$ cat src/rtl/gspc_pkg.sv
// shared types, constants and the exp2 root table for the gas sensor ppm converter
package gspc_pkg;

  // fixed-point setup
  localparam int ADC_FULL_SCALE = 4095;
  localparam int FRAC_BITS = 8;
  localparam int LOG2_10_Q16 = 217706;
  localparam int PPM_LIMIT = 100000;
  localparam int EXP_BIAS = 30 - FRAC_BITS;

  // widths
  localparam int RAW_W = 12;
  localparam int LOAD_W = 20;
  localparam int CNT_W = 12;
  localparam int COEF_W = 16;
  localparam int CLEAN_W = 17;
  localparam int SUM_W = 24;
  localparam int PPM_W = 25;
  localparam int VAL_W = 40;
  localparam int LOG_W = 24;
  localparam int DVS_W = 16;
  localparam int CFG_IDX_W = 3;
  localparam int CFG_DATA_W = 20;

  localparam logic [RAW_W-1:0] FS_RAW = RAW_W'(ADC_FULL_SCALE);
  localparam logic [VAL_W-1:0] VAL_MAX = '1;
  localparam logic [VAL_W-1:0] PPM_MAX = VAL_W'(PPM_LIMIT * (2 ** FRAC_BITS));

  // configuration register indexes
  typedef enum logic [CFG_IDX_W-1:0] {
    CFG_LOAD   = 3'd0,
    CFG_CALIB  = 3'd1,
    CFG_SLOPE  = 3'd2,
    CFG_ICEPT  = 3'd3,
    CFG_CLEAN  = 3'd4
  } cfg_idx_t;

  // result status codes
  typedef enum logic [1:0] {
    ST_VALID      = 2'd0,
    ST_MEAS_ERR   = 2'd1,
    ST_CAL_SAMPLE = 2'd2,
    ST_CAL_DONE   = 2'd3
  } status_t;

  typedef struct packed {
    logic [LOAD_W-1:0]         load_resistance;
    logic [CNT_W-1:0]          calib_samples;
    logic signed [COEF_W-1:0]  curve_slope;
    logic signed [COEF_W-1:0]  curve_intercept;
    logic [CLEAN_W-1:0]        clean_air_ppm;
  } cfg_t;

  // datapath commands
  typedef enum logic [4:0] {
    DOP_NONE,
    DOP_ACCEPT,
    DOP_AVG_START,
    DOP_AVG_TAKE,
    DOP_RES_MUL,
    DOP_RES_DIV,
    DOP_RES_TAKE,
    DOP_LOG_R,
    DOP_LOG_R0,
    DOP_LOG_CLEAN,
    DOP_TAKE_L1,
    DOP_TAKE_L2,
    DOP_BL10_MUL,
    DOP_BL10_TAKE,
    DOP_SLOPE_MUL,
    DOP_T_MEAS,
    DOP_E_DIV,
    DOP_E_TAKE,
    DOP_T_CAL,
    DOP_EXP_START,
    DOP_R0_TAKE,
    DOP_R0_CLEAR,
    DOP_OUT_MEAS,
    DOP_OUT_ERR,
    DOP_OUT_SAMPLE,
    DOP_OUT_DONE
  } dp_op_t;

  // datapath status back to the controller
  typedef struct packed {
    logic cmd;
    logic calib_more;
    logic r_zero;
    logic r0_zero;
    logic cal_bad;
    logic div_done;
    logic log_done;
    logic exp_done;
  } dp_stat_t;

  typedef logic [15:0][30:0] root_tab_t;

  // q1.30 roots 2^(2^-(k+1)), each the integer square root of the previous one
  function automatic root_tab_t root_table();
    root_tab_t tab;
    logic [63:0] root;
    logic [63:0] v;
    logic [63:0] res;
    logic [63:0] bt;
    tab = '0;
    root = 64'd1 << 31;
    for (int k = 0; k < 16; k++) begin
      v = root << 30;
      res = '0;
      bt = 64'd1 << 62;
      for (int j = 0; j < 32; j++) begin
        if (v >= res + bt) begin
          v = v - (res + bt);
          res = (res >> 1) + bt;
        end else begin
          res = res >> 1;
        end
        bt = bt >> 2;
      end
      root = res;
      tab[k] = res[30:0];
    end
    return tab;
  endfunction

endpackage

$ cat src/rtl/gspc_ctrl.sv
// controller: sequences the datapath for measurement and calibration requests
module gspc_ctrl (
  input  logic                clk,
  input  logic                rst,
  input  logic                in_valid,
  output logic                in_ready,
  output logic                out_valid,
  input  logic                out_ready,
  input  gspc_pkg::dp_stat_t  stat,
  output gspc_pkg::dp_op_t    op
);

  typedef enum logic [4:0] {
    S_IDLE,
    S_DECODE,
    S_AVG_WAIT,
    S_RES_MUL,
    S_RES_DIV,
    S_RES_WAIT,
    S_BRANCH,
    S_LOG1_WAIT,
    S_LOG_R0,
    S_LOG2_WAIT,
    S_BL10_MUL,
    S_BL10_TAKE,
    S_SLOPE,
    S_T_MEAS,
    S_E_DIV,
    S_E_WAIT,
    S_LOG_R,
    S_T_CAL,
    S_EXP,
    S_EXP_WAIT,
    S_OUT
  } state_t;

  state_t state;
  state_t state_next;
  gspc_pkg::dp_op_t out_kind;
  gspc_pkg::dp_op_t out_kind_next;

  assign in_ready = state == S_IDLE;

  // next state and datapath command
  always_comb begin
    state_next = state;
    out_kind_next = out_kind;
    op = gspc_pkg::DOP_NONE;
    case (state)
      S_IDLE: begin
        if (in_valid) begin
          op = gspc_pkg::DOP_ACCEPT;
          state_next = S_DECODE;
        end
      end
      S_DECODE: begin
        if (!stat.cmd) begin
          state_next = S_RES_MUL;
        end else if (stat.calib_more) begin
          out_kind_next = gspc_pkg::DOP_OUT_SAMPLE;
          state_next = S_OUT;
        end else begin
          op = gspc_pkg::DOP_AVG_START;
          state_next = S_AVG_WAIT;
        end
      end
      S_AVG_WAIT: begin
        if (stat.div_done) begin
          op = gspc_pkg::DOP_AVG_TAKE;
          state_next = S_RES_MUL;
        end
      end
      S_RES_MUL: begin
        op = gspc_pkg::DOP_RES_MUL;
        state_next = S_RES_DIV;
      end
      S_RES_DIV: begin
        op = gspc_pkg::DOP_RES_DIV;
        state_next = S_RES_WAIT;
      end
      S_RES_WAIT: begin
        if (stat.div_done) begin
          op = gspc_pkg::DOP_RES_TAKE;
          state_next = S_BRANCH;
        end
      end
      S_BRANCH: begin
        if (!stat.cmd) begin
          if (stat.r_zero || stat.r0_zero) begin
            out_kind_next = gspc_pkg::DOP_OUT_ERR;
            state_next = S_OUT;
          end else begin
            op = gspc_pkg::DOP_LOG_R;
            state_next = S_LOG1_WAIT;
          end
        end else if (stat.r_zero || stat.cal_bad) begin
          op = gspc_pkg::DOP_R0_CLEAR;
          out_kind_next = gspc_pkg::DOP_OUT_DONE;
          state_next = S_OUT;
        end else begin
          op = gspc_pkg::DOP_LOG_CLEAN;
          state_next = S_LOG2_WAIT;
        end
      end
      S_LOG1_WAIT: begin
        if (stat.log_done) begin
          op = gspc_pkg::DOP_TAKE_L1;
          state_next = stat.cmd ? S_T_CAL : S_LOG_R0;
        end
      end
      S_LOG_R0: begin
        op = gspc_pkg::DOP_LOG_R0;
        state_next = S_LOG2_WAIT;
      end
      S_LOG2_WAIT: begin
        if (stat.log_done) begin
          op = gspc_pkg::DOP_TAKE_L2;
          state_next = S_BL10_MUL;
        end
      end
      S_BL10_MUL: begin
        op = gspc_pkg::DOP_BL10_MUL;
        state_next = S_BL10_TAKE;
      end
      S_BL10_TAKE: begin
        op = gspc_pkg::DOP_BL10_TAKE;
        state_next = stat.cmd ? S_E_DIV : S_SLOPE;
      end
      S_SLOPE: begin
        op = gspc_pkg::DOP_SLOPE_MUL;
        state_next = S_T_MEAS;
      end
      S_T_MEAS: begin
        op = gspc_pkg::DOP_T_MEAS;
        state_next = S_EXP;
      end
      S_E_DIV: begin
        op = gspc_pkg::DOP_E_DIV;
        state_next = S_E_WAIT;
      end
      S_E_WAIT: begin
        if (stat.div_done) begin
          op = gspc_pkg::DOP_E_TAKE;
          state_next = S_LOG_R;
        end
      end
      S_LOG_R: begin
        op = gspc_pkg::DOP_LOG_R;
        state_next = S_LOG1_WAIT;
      end
      S_T_CAL: begin
        op = gspc_pkg::DOP_T_CAL;
        state_next = S_EXP;
      end
      S_EXP: begin
        op = gspc_pkg::DOP_EXP_START;
        state_next = S_EXP_WAIT;
      end
      S_EXP_WAIT: begin
        if (stat.exp_done) begin
          if (stat.cmd) begin
            op = gspc_pkg::DOP_R0_TAKE;
            out_kind_next = gspc_pkg::DOP_OUT_DONE;
          end else begin
            out_kind_next = gspc_pkg::DOP_OUT_MEAS;
          end
          state_next = S_OUT;
        end
      end
      S_OUT: begin
        if (!out_valid || out_ready) begin
          op = out_kind;
          state_next = S_IDLE;
        end
      end
      default: state_next = S_IDLE;
    endcase
  end

  // state and output valid
  always_ff @(posedge clk) begin
    if (rst) begin
      state <= S_IDLE;
      out_kind <= gspc_pkg::DOP_OUT_ERR;
      out_valid <= 1'b0;
    end else begin
      state <= state_next;
      out_kind <= out_kind_next;
      if (state == S_OUT && (!out_valid || out_ready)) begin
        out_valid <= 1'b1;
      end else if (out_ready) begin
        out_valid <= 1'b0;
      end
    end
  end

endmodule

$ cat config.mk
export PLATFORM = sky130hd
export DESIGN_NAME = gspc_ctrl
export DESIGN_NICKNAME = d
export VERILOG_FILES = /design/src/rtl/gspc_pkg.sv /design/src/rtl/gspc_ctrl.sv
export SDC_FILE = /design/constraint.sdc
export NUM_CORES = 1
export LEC_CHECK = 0
export ABC_AREA = 0
export BUFFER_PORTS_ARGS = -buffer_cell sky130_fd_sc_hd__clkbuf_2
export CORE_MARGIN = 2
export CORE_UTILIZATION = 45
export DETAILED_ROUTE_END_ITERATION = 10
export PLACE_DENSITY_LB_ADDON = 0.05
export SLEW_MARGIN = 20
export SYNTH_ARGS = -nofsm -noshare
export SYNTH_HDL_FRONTEND = slang
export SYNTH_SLANG_ARGS = --single-unit
$ cat constraint.sdc
create_clock -name clk -period 2.4 [get_ports clk]
set_input_delay 0.24 -clock clk [delete_from_list [all_inputs] [get_ports clk]]
set_output_delay 0.24 -clock clk [all_outputs]
set_load 0.01 [all_outputs]
-- After elaboration in Yosys (flattened, before gate mapping)
Cells that the tools add are included.
- equality and inequality tests: 32
- mux-type cells: 41
- reduce and logical (&&, ||, !) cells: 11
- operator list (operator ; count):
    $mux 5 ; 26
    $pmux 5 s21 ; 1
    $pmux 5 s20 ; 1
    $eq 5x4->1 const B ; 8
    $eq 5x5->1 const B ; 5
    $eq 5x3->1 const B ; 4
    $ne 2x2->1 const B ; 10
    $pmux 5 s3 ; 1
    $mux 4 ; 3
    $eq 5x2->1 const B ; 2
    $mux 2 ; 4
    $reduce_and 8->1 ; 1
    $mux 3 ; 2
    $ne 3x3->1 const B ; 2
    $reduce_and 6->1 ; 1
    $eq 5x1->1 const B ; 1
    $logic_not 5->1 ; 1
    $logic_or 1x1->1 ; 3
    $mux 1 ; 3
    $reduce_bool 3->1 ; 1
    $reduce_bool 2->1 ; 1
    $reduce_or 2->1 ; 1
    $logic_and 1x1->1 ; 1
    $logic_not 1->1 ; 1
- register bits after elaboration: 11
- bits of input ports: 12
- output and inout bits: 7
- word-level logic and storage cells: 87

-- Depth between registers and ports, before layout
- word-level depth: 4
- gate-level depth with buffers: 8
- depth with buffers taken out: 5

-- Worst setup path after synthesis
Ideal clock, no wire load.
- path type: reg2out
- start: register state[2]
- end: output op[0]
- arrival: 1613 ps
- data required time: 2160 ps
- setup slack: 547 ps
- stages on the path, launching flop included: 8
- buffers on the path: 3
- cell sequence: dfxtp_1 > buf_4 > clkbuf_1 > clkbuf_1 > o21ai_0 > a21oi_1 > a21oi_1 > o221ai_1
- longest elaborated chain between the ends: 2
- elaborated cells between the ends (all ways): 22
- classes of those cells: 20 x eq/ne; 1 x mux; 1 x reduce/logical
- RTL lines (what ; RTL line ; source):
    start: declaration ; gspc_ctrl.sv:37 ; state_t state;
    start signal: assignment ; gspc_ctrl.sv:187 ; state <= state_next;
    $eq 5x5->1, or another cell as far along ; gspc_ctrl.sv:49 ; case (state)
    $pmux 5 s21 * ; gspc_ctrl.sv:49 ;
    end: declaration ; gspc_ctrl.sv:10 ; output gspc_pkg::dp_op_t op
Every way passes the cells marked *; elsewhere a longest branch is shown, timed or not.

-- Worst setup path in the final report
- start: register state[0]
- end: output op[0]
Same word-level chain as after synthesis.

==> metrics.yaml <==
hp-start: "rst"
swShare: 0.506
cts_max_level: 1
cts_tree: "built"
crit_start: "state[0]"
grt_pass1_wl_um: 6260
setup_ws_ps: 99.0
nFillCells: 251
rsz0062_at_grt: "false"
finalHoldViolCount: 0
met2_usage: 0.388
start_util: 0.486
grt_use_total: 0.249
r2r_setup_slack_ps: 270
antenna_found_initial: 0
synth_top_cell_area_share: 0.147
clkSinkCount: 9
clk_pin_slew_ps: 70
synth_cells: 177
cts-root-buf: "clkbuf_4"
reg2reg_from: "state[2]"
synth_top_cells_by_count: "14 x nor2_1, 12 x a21oi_1"
max_slew_margin: 0.668
tightest_slew_ps: 497
hp-class: "in2reg"
yosysWarnings: 0
synthDistinctLibCells: 55
end_kind: "output port"
io_pins: 19
drv_slew: 0
grt_pass1_vias: 1357
globalplace.congestion: 0.943
clk_path_buf_depth: 2
final_layout_size_suffix_gt1_frac: 0.241
intPower_mw: 0.716
fin_tns_setup_ps: 0
ir_drop_uv: 631
cts_buffers: 3
synth_most_common_cell: "nor2_1"
grt_max_degree: 29
arrival_ps: 2060
synth.net_count: 189
seqCellArea_um2: 184
vias: 1476
fin_area_mm2: 0.00142
fmax_mhz: 435
yosysTopAreaCell: "dfxtp_1"
die_h_um: 56.2
multiInputGateArea_um2: 938
dr.pass1.iters: 4
avgSynthCellArea_um2: 6.92
final_nets: 208
powerDensity_mw_per_mm2: 1020
wl_per_cell_um: 17.1
synth_area_mm2: 0.00122
grt_use_met3: 0.0512
skew_ps: 4.36
via_per_inst: 6.56
power.switching_mw: 0.733
setup_viol: 0
sequentialPowerShare: 0.213
core_area_mm2: 0.00252
die_area_mm2: 0.00316
die_w_um: 56.2
diodes: 0
place_area_mm2: 0.00139
drt_iter0_drc: 74
drt_wl_total_um: 3850
ant_nets: 0
synth-seq-area-share: 0.147
cp_max_fo: 14
dpl.hpwl_um: 2770
worstPathRequired_ps: 2160
overflow: 0
maxCapViolations: 0
synth_edf_count: 0
async_flop_share: 0
area_delta_synth_final_pct: 15.9
r2r_cells: 6
outcome: "completed"
startpoint_type: "flop"
period_share: 0.959
total_leakage_power_nw: 0.551
io_buffer_count: 18
ys_top_cells_by_area: "dfxtp_1 15%, a21oi_1 4.9%, nand2b_1 4.6%"
place_ws_ps: 281
clkLatencyLatePin_ps: 280
min_delay_path_depth: 2
synth_ff_type: "dfxtp_1"
drc_errors: 0
busiest_layer: "met2"
rows: 18
pwr-share-clk: 0.088
use_met1: 0.327
min_period_ps: 2300
path_class: "reg2out"
ys_ff_latch: 9
pwr-share-comb: 0.698
post_cts_buffers: 0
-- metal layers --
layer | up-vias | share of wire
met5 | - | 0
met4 | 0 | 0.014
met3 | 8 | 0.085
met2 | 71 | 0.47
met1 | 689 | 0.43
li1 | 708 | -
-- registers in the layout (all words and copies together) (netlist names) --
name       count
out_kind       3
state          5
out_valid      1
-- power groups by stage --
stage	combinational, mW	sequential [mW]	clock, mW
after floorplan	0.787	0.209	0
final	1.01	0.309	0.128
after CTS	0.992	0.300	0.128
after detailed placement	0.989	0.304	0
after global routing	1.09	0.318	0.137
after global placement	0.988	0.300	0
-- what timing repair did --
item	4_1_cts	5_1_grt
gates resized for setup	0	3
hold buffers	0	0
endpoints found under the setup margin	0	2
-- kinds of logic after synthesis --
logic type,count (synthesis),share of synthesized area
AO/OA/AOI/OAI,55,0.313
multiplexers,5,0.0541
buffers and inverters,24,0.0868
flip-flops,9,0.147
AND/OR/NAND/NOR,84,0.399
-- cell type report --
cell class              count  area share
multi-input cells         144       0.661
clock buffers               4      0.0185
repair buffers             33       0.152
well taps                  30      0.0264
inverters                   5      0.0132
flip-flops and latches      9       0.130
-- per-stage QoR --
stage	total power [mW]	hold WS [ps]	cells	utilization
3_3_place_gp	1.29	470	221	0.551
5_1_grt	1.55	300	225	0.563
4_1_cts	1.42	261	225	0.562
6_report	1.45	274	225	0.563
2_1_floorplan	0.996	442	177	-
3_5_place_dp	1.29	467	221	0.551
-- worst paths after layout --
| check | endpoint |
|---|---|
| max reg2reg | state[1] |
| min reg2reg | out_kind[2] |
| max | op[0] |
| min | out_valid |
-- worst max-delay path, cell delays in order (launching register included) --
cell	delay (ps)
dfxtp_2	390
buf_4	190
and2_0	240
and3_1	220
o21ai_0	210
a21boi_0	240
o221ai_1	150
clkbuf_2	150
-- cell usage in the layout, fill, tap and decap left out, types with 8 or more instances in the layout --
| cell | instances |
|---|---|
| clkbuf_2 | 18 |
| nor2_1 | 14 |
| buf_4 | 14 |
| a21oi_1 | 12 |
| nor3_1 | 9 |
| nor2b_1 | 9 |
| nand2b_1 | 9 |
| o21ai_0 | 9 |
| nand2_1 | 8 |
(Power assumes the default switching activity.)
